**src/rtl/multichannel_pid_heater_defines.svh**
```systemverilog
// Assertion helpers for the RTL controller (mph_ctrl).
`ifndef MULTICHANNEL_PID_HEATER_DEFINES_SVH
`define MULTICHANNEL_PID_HEATER_DEFINES_SVH

// Same-cycle implication, held off while reset is asserted.
`define MPH_ASSERT_IMP(name, clk, rstn, ante, cons) \
    name: assert property (@(posedge clk) disable iff (!rstn) (ante) |-> (cons)) \
        else $error("mph: same-cycle check failed");

// Next-cycle implication, held off while reset is asserted.
`define MPH_ASSERT_NXT(name, clk, rstn, ante, cons) \
    name: assert property (@(posedge clk) disable iff (!rstn) (ante) |=> (cons)) \
        else $error("mph: next-cycle check failed");

`endif

```
**src/rtl/mph_pkg.sv**
```systemverilog
`default_nettype none

package mph_pkg;

    // Divider geometry: 64-bit dividend, 16-bit divisor, two quotient bits per cycle.
    localparam int DIV_W = 64;
    localparam int DVS_W = 16;
    localparam int DIV_CNT_W = 6;
    localparam logic [DIV_CNT_W-1:0] DIV_CYC_I = 6'd32;  // 64-bit integral product
    localparam logic [DIV_CNT_W-1:0] DIV_CYC_D = 6'd14;  // 28-bit derivative numerator

    localparam logic [15:0] MS_PER_S = 16'd1000;

    localparam logic [47:0] ACC_MAX = {1'b0, {47{1'b1}}};
    localparam logic [47:0] ACC_MIN = {1'b1, 47'd0};

    // Configuration register indexes
    localparam logic [2:0] REG_SP_CH0 = 3'd0;
    localparam logic [2:0] REG_SP_CH1 = 3'd1;
    localparam logic [2:0] REG_SP_CH2 = 3'd2;
    localparam logic [2:0] REG_SP_CH3 = 3'd3;
    localparam logic [2:0] REG_GAIN_P = 3'd4;
    localparam logic [2:0] REG_GAIN_I = 3'd5;
    localparam logic [2:0] REG_GAIN_D = 3'd6;

    localparam logic [15:0] SP_CH0_RST = 16'd640;
    localparam logic [15:0] SP_CH1_RST = 16'd640;
    localparam logic [15:0] SP_CH2_RST = 16'd480;
    localparam logic [15:0] SP_CH3_RST = 16'd480;
    localparam logic [15:0] GAIN_P_RST = 16'd3072;
    localparam logic [15:0] GAIN_I_RST = 16'd128;
    localparam logic [15:0] GAIN_D_RST = 16'd7680;

    typedef enum logic [2:0] {
        MUL_NONE   = 3'd0,
        MUL_E_DT   = 3'd1,
        MUL_GP_E   = 3'd2,
        MUL_GI_LO  = 3'd3,
        MUL_GI_HI  = 3'd4,
        MUL_DIFF_K = 3'd5,
        MUL_GD_D   = 3'd6
    } mul_op_t;

    typedef enum logic [1:0] {
        SUM_HOLD   = 2'd0,
        SUM_LOAD_P = 2'd1,
        SUM_ADD_I  = 2'd2,
        SUM_ADD_D  = 2'd3
    } sum_op_t;

    typedef struct packed {
        logic    capture;
        logic    load;
        logic    acc_upd;
        logic    mag_load;
        logic    plo_load;
        mul_op_t mul_op;
        sum_op_t sum_op;
        logic    div_start_i;
        logic    div_start_d;
        logic    commit;
    } mph_cmd_t;

    typedef struct packed {
        logic skip;
        logic div_busy;
        logic div_last;
        logic out_free;
    } mph_sts_t;

endpackage

`default_nettype wire

```
**src/rtl/mph_div.sv**
```systemverilog
`default_nettype none

module mph_div (
    input  wire logic                                aclk,
    input  wire logic                                aresetn,
    input  wire logic                                start,
    input  wire logic [mph_pkg::DIV_W-1:0]           dividend,
    input  wire logic [mph_pkg::DVS_W-1:0]           divisor,
    input  wire logic [mph_pkg::DIV_CNT_W-1:0]       cycles,
    output logic      [mph_pkg::DIV_W-1:0]           quotient,
    output logic                                     busy,
    output logic                                     last
);

    logic [mph_pkg::DVS_W-1:0]     rem_reg;
    logic [mph_pkg::DIV_W-1:0]     quo_reg;
    logic [mph_pkg::DVS_W-1:0]     dvs_reg;
    logic [mph_pkg::DIV_CNT_W-1:0] cnt_reg;

    logic [mph_pkg::DVS_W:0]   r1, r2, s1, s2;
    logic                      q1, q2;
    logic [mph_pkg::DVS_W-1:0] rem_next;
    logic [mph_pkg::DIV_W-1:0] quo_next;

    // Two restoring steps per cycle
    always_comb begin
        r1 = {rem_reg, quo_reg[mph_pkg::DIV_W-1]};
        q1 = (r1 >= {1'b0, dvs_reg});
        s1 = q1 ? (r1 - {1'b0, dvs_reg}) : r1;
        r2 = {s1[mph_pkg::DVS_W-1:0], quo_reg[mph_pkg::DIV_W-2]};
        q2 = (r2 >= {1'b0, dvs_reg});
        s2 = q2 ? (r2 - {1'b0, dvs_reg}) : r2;
        rem_next = s2[mph_pkg::DVS_W-1:0];
        quo_next = {quo_reg[mph_pkg::DIV_W-3:0], q1, q2};
    end

    always_ff @(posedge aclk) begin
        if (!aresetn) begin
            cnt_reg <= '0;
        end else if (start) begin
            cnt_reg <= cycles;
        end else if (busy) begin
            cnt_reg <= cnt_reg - 1'b1;
        end
    end

    always_ff @(posedge aclk) begin
        if (start) begin
            rem_reg <= '0;
            quo_reg <= dividend;
            dvs_reg <= divisor;
        end else if (busy) begin
            rem_reg <= rem_next;
            quo_reg <= quo_next;
        end
    end

    assign busy     = (cnt_reg != '0);
    assign last     = (cnt_reg == mph_pkg::DIV_CNT_W'(1));
    assign quotient = quo_reg;

endmodule

`default_nettype wire

```
**src/rtl/mph_dpath.sv**
```systemverilog
`default_nettype none

module mph_dpath #(
    parameter int CHANNELS = 4
) (
    input  wire logic               aclk,
    input  wire logic               aresetn,
    input  wire mph_pkg::mph_cmd_t  cmd_i,
    output mph_pkg::mph_sts_t       sts_o,
    input  wire logic [1:0]         s_channel,
    input  wire logic signed [15:0] s_temperature,
    input  wire logic [31:0]        s_time_ms,
    input  wire logic               cfg_we,
    input  wire logic [2:0]         cfg_index,
    input  wire logic [15:0]        cfg_data,
    output logic                    m_valid,
    input  wire logic               m_ready,
    output logic [1:0]              m_out_channel,
    output logic [7:0]              m_duty
);

    localparam int IDX_W = (CHANNELS > 1) ? $clog2(CHANNELS) : 1;

    // Configuration
    logic [15:0] sp_reg [4];
    logic [15:0] gp_reg, gi_reg, gd_reg;

    // Captured sample
    logic [1:0]  ch_reg;
    logic [15:0] temp_reg;
    logic [31:0] time_reg;

    // Per-channel state
    logic [47:0] integ_reg [CHANNELS];
    logic [17:0] perr_reg  [CHANNELS];
    logic [31:0] ptime_reg [CHANNELS];

    // Working registers
    logic [15:0]        dt_reg;
    logic [16:0]        e_reg;
    logic [17:0]        diff_reg;
    logic [47:0]        acc_old_reg, acc_new_reg, acc_mag_reg;
    logic [39:0]        plo_reg;
    logic signed [45:0] prod_reg;
    logic [63:0]        sum_reg;
    logic               out_valid_reg;
    logic [1:0]         out_ch_reg;
    logic [7:0]         duty_reg;

    logic [IDX_W-1:0]   idx;
    logic [31:0]        dt_raw;
    logic [15:0]        dt_next;
    logic [16:0]        e_next;
    logic [17:0]        diff_next;
    logic               ch_ok;
    logic [48:0]        acc_sum;
    logic [47:0]        acc_sat;
    logic [47:0]        acc_mag_next;
    logic signed [16:0] mul_a;
    logic signed [28:0] mul_b;
    logic signed [45:0] prod_next;
    logic [63:0]        prod_ext;
    logic [63:0]        pmag;
    logic [45:0]        dk_mag;
    logic [63:0]        sum_next;
    logic [7:0]         duty_next;

    logic                          div_start;
    logic [mph_pkg::DIV_W-1:0]     div_dividend;
    logic [mph_pkg::DVS_W-1:0]     div_divisor;
    logic [mph_pkg::DIV_CNT_W-1:0] div_cycles;
    logic [mph_pkg::DIV_W-1:0]     div_quo;
    logic                          div_busy, div_last;

    mph_div u_div (
        .aclk     (aclk),
        .aresetn  (aresetn),
        .start    (div_start),
        .dividend (div_dividend),
        .divisor  (div_divisor),
        .cycles   (div_cycles),
        .quotient (div_quo),
        .busy     (div_busy),
        .last     (div_last)
    );

    // Sample setup
    always_comb begin
        idx       = IDX_W'(ch_reg);
        ch_ok     = (int'(ch_reg) < CHANNELS);
        dt_raw    = time_reg - ptime_reg[idx];
        dt_next   = (|dt_raw[31:16]) ? 16'hFFFF : dt_raw[15:0];
        e_next    = {sp_reg[ch_reg][15], sp_reg[ch_reg]} - {temp_reg[15], temp_reg};
        diff_next = {e_next[16], e_next} - perr_reg[idx];
    end

    // Integral accumulate with saturation
    always_comb begin
        acc_sum = {acc_old_reg[47], acc_old_reg} + {{3{prod_reg[45]}}, prod_reg};
        if (acc_sum[48] != acc_sum[47]) begin
            acc_sat = acc_sum[48] ? mph_pkg::ACC_MIN : mph_pkg::ACC_MAX;
        end else begin
            acc_sat = acc_sum[47:0];
        end
        acc_mag_next = acc_new_reg[47] ? (48'd0 - acc_new_reg) : acc_new_reg;
    end

    // Shared multiplier
    always_comb begin
        unique case (cmd_i.mul_op)
            mph_pkg::MUL_E_DT: begin
                mul_a = e_reg;
                mul_b = {13'd0, dt_reg};
            end
            mph_pkg::MUL_GP_E: begin
                mul_a = e_reg;
                mul_b = {13'd0, gp_reg};
            end
            mph_pkg::MUL_GI_LO: begin
                mul_a = {1'b0, gi_reg};
                mul_b = {5'd0, acc_mag_reg[23:0]};
            end
            mph_pkg::MUL_GI_HI: begin
                mul_a = {1'b0, gi_reg};
                mul_b = {5'd0, acc_mag_reg[47:24]};
            end
            mph_pkg::MUL_DIFF_K: begin
                mul_a = {1'b0, mph_pkg::MS_PER_S};
                mul_b = {{11{diff_reg[17]}}, diff_reg};
            end
            mph_pkg::MUL_GD_D: begin
                mul_a = {1'b0, gd_reg};
                mul_b = {1'b0, div_quo[27:0]};
            end
            default: begin
                mul_a = '0;
                mul_b = '0;
            end
        endcase
        prod_next = mul_a * mul_b;
    end

    // Divider operands and running sum
    always_comb begin
        prod_ext     = {{18{prod_reg[45]}}, prod_reg};
        pmag         = {24'd0, plo_reg} + {prod_reg[39:0], 24'd0};
        dk_mag       = diff_reg[17] ? (46'd0 - prod_reg) : prod_reg;
        div_start    = cmd_i.div_start_i || cmd_i.div_start_d;
        div_dividend = cmd_i.div_start_i ? pmag : {dk_mag[27:0], 36'd0};
        div_divisor  = cmd_i.div_start_i ? mph_pkg::MS_PER_S : dt_reg;
        div_cycles   = cmd_i.div_start_i ? mph_pkg::DIV_CYC_I : mph_pkg::DIV_CYC_D;

        unique case (cmd_i.sum_op)
            mph_pkg::SUM_LOAD_P: sum_next = prod_ext;
            // integral term carries the sign of the accumulator
            mph_pkg::SUM_ADD_I:  sum_next = acc_new_reg[47] ? (sum_reg - div_quo)
                                                            : (sum_reg + div_quo);
            // derivative term carries the sign of the error change
            mph_pkg::SUM_ADD_D:  sum_next = diff_reg[17] ? (sum_reg - prod_ext)
                                                         : (sum_reg + prod_ext);
            default:             sum_next = sum_reg;
        endcase

        if (sum_reg[63]) begin
            duty_next = 8'd0;
        end else if (|sum_reg[62:20]) begin
            duty_next = 8'hFF;
        end else begin
            duty_next = sum_reg[19:12];
        end
    end

    // Configuration registers
    always_ff @(posedge aclk) begin
        if (!aresetn) begin
            sp_reg[0] <= mph_pkg::SP_CH0_RST;
            sp_reg[1] <= mph_pkg::SP_CH1_RST;
            sp_reg[2] <= mph_pkg::SP_CH2_RST;
            sp_reg[3] <= mph_pkg::SP_CH3_RST;
            gp_reg    <= mph_pkg::GAIN_P_RST;
            gi_reg    <= mph_pkg::GAIN_I_RST;
            gd_reg    <= mph_pkg::GAIN_D_RST;
        end else if (cfg_we) begin
            unique case (cfg_index)
                mph_pkg::REG_SP_CH0: sp_reg[0] <= cfg_data;
                mph_pkg::REG_SP_CH1: sp_reg[1] <= cfg_data;
                mph_pkg::REG_SP_CH2: sp_reg[2] <= cfg_data;
                mph_pkg::REG_SP_CH3: sp_reg[3] <= cfg_data;
                mph_pkg::REG_GAIN_P: gp_reg    <= cfg_data;
                mph_pkg::REG_GAIN_I: gi_reg    <= cfg_data;
                mph_pkg::REG_GAIN_D: gd_reg    <= cfg_data;
                default: ;
            endcase
        end
    end

    // Channel state: update on commit only
    always_ff @(posedge aclk) begin
        if (!aresetn) begin
            for (int i = 0; i < CHANNELS; i++) begin
                integ_reg[i] <= '0;
                perr_reg[i]  <= '0;
                ptime_reg[i] <= '0;
            end
        end else if (cmd_i.commit) begin
            integ_reg[idx] <= acc_new_reg;
            perr_reg[idx]  <= {e_reg[16], e_reg};
            ptime_reg[idx] <= time_reg;
        end
    end

    // Working registers
    always_ff @(posedge aclk) begin
        if (cmd_i.capture) begin
            ch_reg   <= s_channel;
            temp_reg <= s_temperature;
            time_reg <= s_time_ms;
        end
        if (cmd_i.load) begin
            dt_reg      <= dt_next;
            e_reg       <= e_next;
            diff_reg    <= diff_next;
            acc_old_reg <= integ_reg[idx];
        end
        if (cmd_i.acc_upd) begin
            acc_new_reg <= acc_sat;
        end
        if (cmd_i.mag_load) begin
            acc_mag_reg <= acc_mag_next;
        end
        if (cmd_i.plo_load) begin
            plo_reg <= prod_reg[39:0];
        end
        if (cmd_i.mul_op != mph_pkg::MUL_NONE) begin
            prod_reg <= prod_next;
        end
        sum_reg <= sum_next;
        if (cmd_i.commit) begin
            out_ch_reg <= ch_reg;
            duty_reg   <= duty_next;
        end
    end

    // Result register
    always_ff @(posedge aclk) begin
        if (!aresetn) begin
            out_valid_reg <= 1'b0;
        end else if (cmd_i.commit) begin
            out_valid_reg <= 1'b1;
        end else if (m_ready) begin
            out_valid_reg <= 1'b0;
        end
    end

    always_comb begin
        sts_o.skip     = !ch_ok || (dt_raw == 32'd0);
        sts_o.div_busy = div_busy;
        sts_o.div_last = div_last;
        sts_o.out_free = !out_valid_reg || m_ready;
    end

    assign m_valid       = out_valid_reg;
    assign m_out_channel = out_ch_reg;
    assign m_duty        = duty_reg;

endmodule

`default_nettype wire

```
**src/rtl/mph_ctrl.sv**
```systemverilog
`default_nettype none
`include "multichannel_pid_heater_defines.svh"

module mph_ctrl (
    input  wire logic              aclk,
    input  wire logic              aresetn,
    input  wire logic              s_valid,
    output logic                   s_ready,
    output mph_pkg::mph_cmd_t      cmd_o,
    input  wire mph_pkg::mph_sts_t sts_i
);

    typedef enum logic [13:0] {
        ST_IDLE     = 14'h0001,
        ST_LOAD     = 14'h0002,
        ST_MUL_EDT  = 14'h0004,
        ST_ACC      = 14'h0008,
        ST_ABS      = 14'h0010,
        ST_MUL_ILO  = 14'h0020,
        ST_MUL_IHI  = 14'h0040,
        ST_DIV_I_GO = 14'h0080,
        ST_DIV_I    = 14'h0100,
        ST_ADD_I    = 14'h0200,
        ST_DIV_D    = 14'h0400,
        ST_MUL_D    = 14'h0800,
        ST_ADD_D    = 14'h1000,
        ST_DONE     = 14'h2000
    } state_t;

    state_t state_reg, state_next;

    always_comb begin
        cmd_o      = '0;
        state_next = state_reg;
        s_ready    = (state_reg == ST_IDLE);
        unique case (state_reg)
            ST_IDLE: begin
                if (s_valid) begin
                    cmd_o.capture = 1'b1;
                    state_next    = ST_LOAD;
                end
            end
            ST_LOAD: begin
                cmd_o.load = 1'b1;
                // drop samples with no elapsed time or an unused channel
                state_next = sts_i.skip ? ST_IDLE : ST_MUL_EDT;
            end
            ST_MUL_EDT: begin
                cmd_o.mul_op = mph_pkg::MUL_E_DT;
                state_next   = ST_ACC;
            end
            ST_ACC: begin
                cmd_o.acc_upd = 1'b1;
                cmd_o.mul_op  = mph_pkg::MUL_GP_E;
                state_next    = ST_ABS;
            end
            ST_ABS: begin
                cmd_o.mag_load = 1'b1;
                cmd_o.sum_op   = mph_pkg::SUM_LOAD_P;
                state_next     = ST_MUL_ILO;
            end
            ST_MUL_ILO: begin
                cmd_o.mul_op = mph_pkg::MUL_GI_LO;
                state_next   = ST_MUL_IHI;
            end
            ST_MUL_IHI: begin
                cmd_o.plo_load = 1'b1;
                cmd_o.mul_op   = mph_pkg::MUL_GI_HI;
                state_next     = ST_DIV_I_GO;
            end
            ST_DIV_I_GO: begin
                cmd_o.div_start_i = 1'b1;
                cmd_o.mul_op      = mph_pkg::MUL_DIFF_K;
                state_next        = ST_DIV_I;
            end
            ST_DIV_I: begin
                if (sts_i.div_last) begin
                    state_next = ST_ADD_I;
                end
            end
            ST_ADD_I: begin
                cmd_o.sum_op      = mph_pkg::SUM_ADD_I;
                cmd_o.div_start_d = 1'b1;
                state_next        = ST_DIV_D;
            end
            ST_DIV_D: begin
                if (sts_i.div_last) begin
                    state_next = ST_MUL_D;
                end
            end
            ST_MUL_D: begin
                cmd_o.mul_op = mph_pkg::MUL_GD_D;
                state_next   = ST_ADD_D;
            end
            ST_ADD_D: begin
                cmd_o.sum_op = mph_pkg::SUM_ADD_D;
                state_next   = ST_DONE;
            end
            ST_DONE: begin
                // hold until the result register can take the transaction
                if (sts_i.out_free) begin
                    cmd_o.commit = 1'b1;
                    state_next   = ST_IDLE;
                end
            end
            default: begin
                state_next = ST_IDLE;
            end
        endcase
    end

    always_ff @(posedge aclk) begin
        if (!aresetn) begin
            state_reg <= ST_IDLE;
        end else begin
            state_reg <= state_next;
        end
    end

    `MPH_ASSERT_NXT(a_ready_drops, aclk, aresetn, s_valid && s_ready, !s_ready)
    `MPH_ASSERT_IMP(a_div_idle_at_start, aclk, aresetn, cmd_o.div_start_i || cmd_o.div_start_d, !sts_i.div_busy)
    `MPH_ASSERT_IMP(a_wait_sees_div, aclk, aresetn, state_reg == ST_DIV_I || state_reg == ST_DIV_D, sts_i.div_busy)
    `MPH_ASSERT_IMP(a_commit_free, aclk, aresetn, cmd_o.commit, sts_i.out_free)

endmodule

`default_nettype wire

```
**src/rtl/multichannel_pid_heater.sv**
```systemverilog
// Port group  Dir  Handshake            Payload
// s_          in   s_valid / s_ready    s_channel, s_temperature, s_time_ms
// m_          out  m_valid / m_ready    m_out_channel, m_duty
// cfg_        in   cfg_valid / cfg_ready cfg_index, cfg_data
//
// A sample holds s_ready low from acceptance until it returns; its result is
// registered in the same cycle that s_ready returns. The shared radix-4 divider sets this:
// it divides the integral product by 1000 and the derivative by dt.
// A sample with zero elapsed time or an unused channel is dropped without a result.
// aresetn (synchronous, active low) restores setpoints and gains and clears all
// channel state. A stalled result waits in its register while the next sample is
// taken; the controller holds in its last state only if that register is still full.
`default_nettype none

module multichannel_pid_heater #(
    parameter int CHANNELS = 4
) (
    input  wire logic               aclk,
    input  wire logic               aresetn,
    input  wire logic               s_valid,
    output logic                    s_ready,
    input  wire logic [1:0]         s_channel,
    input  wire logic signed [15:0] s_temperature,
    input  wire logic [31:0]        s_time_ms,
    output logic                    m_valid,
    input  wire logic               m_ready,
    output logic [1:0]              m_out_channel,
    output logic [7:0]              m_duty,
    input  wire logic               cfg_valid,
    output logic                    cfg_ready,
    input  wire logic [2:0]         cfg_index,
    input  wire logic [15:0]        cfg_data
);

    mph_pkg::mph_cmd_t cmd;
    mph_pkg::mph_sts_t sts;

    assign cfg_ready = 1'b1;

    mph_ctrl u_ctrl (
        .aclk    (aclk),
        .aresetn (aresetn),
        .s_valid (s_valid),
        .s_ready (s_ready),
        .cmd_o   (cmd),
        .sts_i   (sts)
    );

    mph_dpath #(
        .CHANNELS (CHANNELS)
    ) u_dpath (
        .aclk          (aclk),
        .aresetn       (aresetn),
        .cmd_i         (cmd),
        .sts_o         (sts),
        .s_channel     (s_channel),
        .s_temperature (s_temperature),
        .s_time_ms     (s_time_ms),
        .cfg_we        (cfg_valid),
        .cfg_index     (cfg_index),
        .cfg_data      (cfg_data),
        .m_valid       (m_valid),
        .m_ready       (m_ready),
        .m_out_channel (m_out_channel),
        .m_duty        (m_duty)
    );

endmodule

`default_nettype wire

```
**config.mk**
```make
export PLATFORM = sky130hd
export DESIGN_NAME = multichannel_pid_heater
export DESIGN_NICKNAME = d
export VERILOG_FILES = /design/src/rtl/mph_pkg.sv /design/src/rtl/mph_div.sv /design/src/rtl/mph_dpath.sv /design/src/rtl/mph_ctrl.sv /design/src/rtl/multichannel_pid_heater.sv
export VERILOG_INCLUDE_DIRS = /design/src /design/src/rtl
export SDC_FILE = /design/constraint.sdc
export NUM_CORES = 2
export LEC_CHECK = 0
export BUFFER_PORTS_ARGS = -buffer_cell sky130_fd_sc_hd__buf_2
export CAP_MARGIN = 20
export CORE_ASPECT_RATIO = 1.2
export CORE_MARGIN = 3
export CORE_UTILIZATION = 30
export CTS_CLUSTER_SIZE = 28
export DETAILED_ROUTE_END_ITERATION = 8
export GPL_TIMING_DRIVEN = 0
export PLACE_DENSITY = 0.51
export SETUP_SLACK_MARGIN = 0.02
export SYNTH_ARGS = -nofsm -noshare
export SYNTH_HDL_FRONTEND = slang
export SYNTH_SLANG_ARGS = --single-unit
```
**constraint.sdc**
```tcl
create_clock -name aclk -period 13.5 [get_ports aclk]
set_input_delay 0.675 -clock aclk [delete_from_list [all_inputs] [get_ports aclk]]
set_output_delay 0.675 -clock aclk [all_outputs]
set_load 0.01 [all_outputs]
```
# ---- Word-level counts from Yosys, hierarchy flattened
# Memories as Yosys holds them, arrays and structs flattened. A register that Yosys moved wholly into a read port is not among the register bits.
# Cells that the tools add are included.
dict set report totals {
  out_inout_bits 13
  reg_bits 522
  inputBits 74
  elab_cells 178
  n_memories 4
  mem_bits_rw 456
}
# memory depth width rd rd_clocked_by_memory_dff write_ports line
set memory_table {}
lappend memory_table {u_dpath.integ_reg 4 48 1 1 4 mph_dpath.sv:34} ;# logic [47:0] integ_reg [CHANNELS];
lappend memory_table {u_dpath.ptime_reg 4 32 1 1 4 mph_dpath.sv:36} ;# logic [31:0] ptime_reg [CHANNELS];
lappend memory_table {u_dpath.perr_reg 4 18 1 1 4 mph_dpath.sv:35} ;# logic [17:0] perr_reg [CHANNELS];
lappend memory_table {u_dpath.sp_reg 4 16 1 1 4 mph_dpath.sv:25} ;# logic [15:0] sp_reg [4];
dict set report op_classes {
  n_reduce_logical 21
  n_bitwise 4
  add_sub_neg 14
  mul 1
  n_lt_le_gt_ge 2
  n_mux 74
  eq_ne 35
}
# op n
set op_table {}
lappend op_table {{$mux W64} 5}
lappend op_table {{$pmux W14 S14} 1}
lappend op_table {{$pmux W64 S3} 1}
lappend op_table {{$pmux W29 S6} 1}
lappend op_table {{$mux W48} 3}
lappend op_table {{$add A64 B64 Y64} 2}
lappend op_table {{$sub A64 B64 Y64} 2}
lappend op_table {{$mux W16} 6}
lappend op_table {{$pmux W17 S4} 1}
lappend op_table {{$add A40 B64 Y64} 1}
lappend op_table {{$mux W14} 4}
lappend op_table {{$add A48 B46 Y49} 1}
lappend op_table {{$reduce_or A48 Y1} 1}
lappend op_table {{$sub A1 B48 Y48 const A} 1}
lappend op_table {{$mux W47} 1}
lappend op_table {{$mul A17 B29 Y46} 1}
lappend op_table {{$reduce_or A43 Y1} 1}
lappend op_table {{$mux W1} 35}
lappend op_table {{$ge A17 B16 Y1} 2}
lappend op_table {{$logic_not A32 Y1} 1}
lappend op_table {{$mux W32} 1}
lappend op_table {{$reduce_or A32 Y1} 1}
lappend op_table {{$sub A16 B16 Y16} 2}
lappend op_table {{$sub A32 B32 Y32} 1}
lappend op_table {{other kinds (47)} 75}

# ---- Longest topological paths before layout
dict set report depth {
  ltp_word 9
  depth_mapped 36
  mapped_depth_nobuf 33
}

# ---- By module
# From an unflattened synthesis, not the netlist that was laid out.
dict set report unflattened {
  cells_unflattened 7146
  area_unflattened_um2 75272.2
}
# module area_each_um2 n_inst cells_per_inst seq_area_each_um2
set by_module_without_submodules {}
lappend by_module_without_submodules {mph_dpath 68261.7 1 6490 26755.7}
lappend by_module_without_submodules {mph_div 6087.1 1 540 2842.7}
lappend by_module_without_submodules {mph_ctrl 912.1 1 114 280.3}
lappend by_module_without_submodules {multichannel_pid_heater 11.3 1 2 0.0}

# ---- Least setup slack after synthesis
# OpenSTA, ideal clock, no wires.
dict set report synth_path {
  path_kind {register to register}
  startpoint {reg u_ctrl.state_reg[7]}
  endpoint {reg u_dpath.prod_reg[43] (data pin)}
  period_less_slack_ns 9.865
  setup_ns 0.266
  arrival_time_ns 9.599
  required_ns 13.234
  path_stages_with_launch 33
  path_slack_ns 3.635
  path_buffers 1
  cell_sequence {dfxtp_1 nor4_1 nand2_1 nor3_1 nand2_1 nor3b_2 clkbuf_1 a221o_1 a221o_1 nand2_1 fa_1 inv_1 fa_1 inv_1 fa_1 inv_1 fa_1 fa_1 inv_1 fa_1 inv_1 ha_1 and2_1 and3_1 a41oi_1 o211ai_1 o21ai_0 nor3_1 o41a_1 a21oi_1 o31ai_1 o41ai_1 xnor2_1}
}
dict set report synth_between {
  elab_chain_len 6
  word_cells_on_any_way 18
  cone_classes {mul: 1; eq/ne: 12; mux: 3; reduce/logical: 2}
}
# item line
set synth_rtl {}
lappend synth_rtl {{from (decl)} mph_ctrl.sv:30} ;# state_t state_reg, state_next;
lappend synth_rtl {{from (signal assigned)} mph_ctrl.sv:116} ;# state_reg <= state_next;
lappend synth_rtl {{$eq A14 B12 Y1 (tied with other cells)} mph_ctrl.sv:36} ;# unique case (state_reg)
lappend synth_rtl {{$pmux W3 S6 *} mph_ctrl.sv:36}
lappend synth_rtl {{$eq A3 B2 Y1 (tied with other cells)} mph_dpath.sv:110} ;# unique case (cmd_i.mul_op)
lappend synth_rtl {{$reduce_or A2 Y1 (no source line)} n/a}
lappend synth_rtl {{$pmux W17 S4} mph_dpath.sv:110}
lappend synth_rtl {{$mul A17 B29 Y46 *} mph_dpath.sv:140} ;# prod_next = mul_a * mul_b;
lappend synth_rtl {{via u_dpath.prod_next[43]} mph_dpath.sv:61} ;# logic signed [45:0] prod_next;
lappend synth_rtl {{to (signal assigned)} mph_dpath.sv:235} ;# prod_reg <= prod_next;
lappend synth_rtl {{to (decl)} mph_dpath.sv:44} ;# logic signed [45:0] prod_reg;
# The timed path passes the listed nets; every way through them passes the cells marked *.
# A chain may end at the register's enable or synchronous reset.

# ---- Worst setup path after layout
dict set report layout_path {
  startpoint {reg u_ctrl.state_reg[7]}
  endpoint {reg u_dpath.prod_reg[44] (data pin)}
}
# The elaborated chain is that of the path after synthesis.

==> impl_metrics.json <==
{
  "netlist_instances": 7017,
  "required_ps": 13940,
  "switchingPower_w": 0.00435,
  "cts_root_buf": "clkbuf_16",
  "core-area_mm2": 0.245,
  "finalWorstSetupSlack_ps": 1560,
  "critPathKind": "register to register",
  "min_path_type": "input pin to register",
  "ioPinCount": 87,
  "first_pass_iters": 6,
  "route.detailed.drc": 0,
  "timing_hold_violations_final": 0,
  "avgViaCountPerCell": 5.20,
  "drt_iter0_drc": 5019,
  "start_util_pct": 30.2,
  "placed_area_mm2": 0.0795,
  "crit_buf_inv": 9,
  "yosysTopAreaCellShare_pct": 38.0,
  "ys_ff_latch": 1024,
  "syn-cell-area_mm2": 0.0740,
  "total_power_w": 0.0117,
  "synthTopCellsByArea": "edfxtp_1 38%, fa_1 13%, ha_1 5.7%",
  "yosys.area.top_type": "edfxtp_1",
  "port_buffers": 84,
  "cpPeakStageDelay_ps": 700,
  "finClkSkew_ps": 106,
  "grt_pass1_vias": 56900,
  "rows": 199,
  "vias": 55500,
  "ys_warn_count": 0,
  "synth_flop_cell": "edfxtp_1",
  "finalCritPeriodShare_pct": 88.5,
  "wl_um": 261000,
  "hold-worst-slack_ps": 52.3,
  "gp_congestion": 0.950,
  "die_w_um": 459,
  "largest_reg_flops": 192,
  "dp_hpwl_um": 208000,
  "synth_edf_count": 937,
  "clkSinkCount": 1024,
  "crit_family": "adder cells",
  "comb_power_share_pct": 36.4,
  "area_growth_pct": 13.4,
  "p_clk_share_pct": 27.5,
  "cpMostUsedCell": "fa_1",
  "grt_max_degree": 64,
  "slowest_stage": "nor3b_1",
  "finalSetupViolCount": 0,
  "fin_area_mm2": 0.0839,
  "cts_tree": "yes",
  "cp_max_fo": 10,
  "avgSynthCellArea_um2": 10.5,
  "seqPwrFrac_pct": 36.2,
  "clk_transition_reported_paths_ps": 70,
  "synthArstFlopShare_pct": 0,
  "fp.dieH_um": 550,
  "antenna_found_initial": 29,
  "drtAntennaViolNets": 0,
  "clkLatencyLatePin_ps": 820,
  "max_freq_ghz": 0.0837,
  "synth_common_cells": "937 x edfxtp_1, 705 x inv_1, 647 x nand2_1",
  "overflow": 0,
  "cp.arrival_ps": 12390,
  "cap_viol_max_count": 0,
  "final_max_slew_viol_count": 0,
  "grt_pass1_wl_um": 380000,
  "vdd_ir_drop_max_mv": 0.136,
  "rsz0062_at_grt": "no",
  "min_period_ps": 11940,
  "internal-power_w": 0.00733,
  "worst_pin_slew_ps": 1170,
  "drive_above_1_share_pct": 8.03,
  "power.share.switching_pct": 37.2,
  "critPathLaunchType": "register",
  "power_leakage_nw": 33.6,
  "critPathCaptureType": "register",
  "yosysMostFrequentCell": "edfxtp_1",
  "post-route-util_pct": 34.2,
  "yosysSeqAreaShare_pct": 40.4,
  "clk_path_buf_depth": 3,
  "cts_buffers": 114,
  "grt_usage_pct": 20.4,
  "wl_per_cell_um": 24.4,
  "status": "completed",
  "layout.nets": 8241,
  "ys_types": 98,
  "powerDensity_mw_per_mm2": 139,
  "die_area_mm2": 0.253,
  "h-tree-depth": 3,
  "relSlewSlack_pct": 21.8,
  "post-place-ws_ps": 1730
}
[kinds of logic (layout without fill, tap and decap cells)]
family,count (synthesis),in the layout,synth area share (%)
AO/OA/AOI/OAI,1300,1300,11.3
buffers and inverters,1034,1445,5.32
XOR/XNOR,419,419,4.96
other,2,40,0.0102
multiplexers,149,149,3.96
adder cells (fa/ha/maj),826,826,18.9
AND/OR/NAND/NOR,2263,2263,15.2
flip-flops,1024,1024,40.4
[placed cells by master (no fill, tap or decap), drive strengths merged, types with 20 or more instances in the layout]
cell type | Yosys | routed
a211oi | 41 | 41
a21boi | 61 | 61
a21o | 132 | 132
a21oi | 347 | 347
a221o | 41 | 41
a221oi | 34 | 34
a22o | 45 | 45
a31oi | 51 | 51
and2 | 392 | 392
and3 | 135 | 135
buf | 67 | 217
clkbuf | 262 | 395
clkinv | 0 | 54
dfxtp | 87 | 87
diode | 0 | 21
dlygate4sd3 | 0 | 46
edfxtp | 937 | 937
fa | 484 | 484
ha | 337 | 337
inv | 705 | 710
mux4 | 113 | 113
nand2 | 648 | 648
nand2b | 67 | 67
nand3 | 99 | 99
nand4 | 49 | 49
nor2 | 530 | 530
nor2b | 54 | 54
nor3 | 83 | 83
nor3b | 20 | 20
nor4 | 44 | 44
o211ai | 26 | 26
o21a | 29 | 29
o21ai | 330 | 330
o21bai | 39 | 39
o31ai | 24 | 24
or2 | 33 | 33
or3 | 63 | 63
xnor2 | 247 | 247
xor2 | 172 | 172
[through the flow]
stage | cells | TNS, ps
2_1_floorplan | 7034 | 0
3_3_place_gp | 10300 | -23970
3_5_place_dp | 10400 | 0
4_1_cts | 10700 | 0
5_1_grt | 10700 | 0
6_report | 10700 | 0
[path summary, 6_finish.rpt]
check | startpoint | end | slack (ps) | cells after the start
max | u_ctrl.state_reg[7] | u_dpath.prod_reg[44] | 1560 | 34
min | s_time_ms[31] | u_dpath.time_reg[31] | 50 | 1
max reg2reg | u_ctrl.state_reg[7] | u_dpath.prod_reg[44] | 1560 | 34
min reg2reg | u_dpath.gi_reg[6] | u_dpath.gi_reg[6] | 460 | 2
[worst reg2reg max path, delay by kind of cell, from the launching register on]
kind | cells | cell delay (ps)
simple gates | 9 | 3110
buf+inv | 9 | 1630
compound gates | 8 | 2740
flops | 1 | 340
fa+ha+maj | 7 | 3580
xor+xnor | 1 | 190
[power by group through the flow]
stage	combinational, W	clock, W	sequential [W]
floorplan	0.00302	0	0.00407
global placement	0.00413	0	0.00431
CTS	0.00425	0.00328	0.00421
global route	0.00470	0.00340	0.00423
detailed placement	0.00421	0	0.00428
finish	0.00425	0.00321	0.00423
[cell type report]
cell class | instances | area (um^2)
fill | 24900 | 161000
buffer | 329 | 1300
antenna | 21 | 52.6
clock buffer | 133 | 2930
sequential | 1024 | 29900
tap | 3216 | 4020
inverter | 705 | 2650
multi-input combinational | 4976 | 40400
timing repair buffer | 196 | 1730
clock inverter | 82 | 893
[what timing repair did]
item                                   4_1_cts  5_1_grt
hold buffers                                46        0
buffers inserted                             0        0
endpoints found under the hold margin       46        0
gates resized for setup                      0        0
[metal layers]
| metal | global-route usage [%] | part of all wire, % | wire length, um | vias up |
|---|---|---|---|---|
| li1 | - | - | - | 25100 |
| met1 | 24.9 | 40 | 104000 | 28000 |
| met2 | 35.0 | 49 | 127000 | 1907 |
| met3 | 2.98 | 5.9 | 15300 | 497 |
| met4 | 10.4 | 5.5 | 14400 | 8 |
| met5 | 0 | 0.019 | 49 | - |
Note: power is estimated with default switching activity, not from simulation.
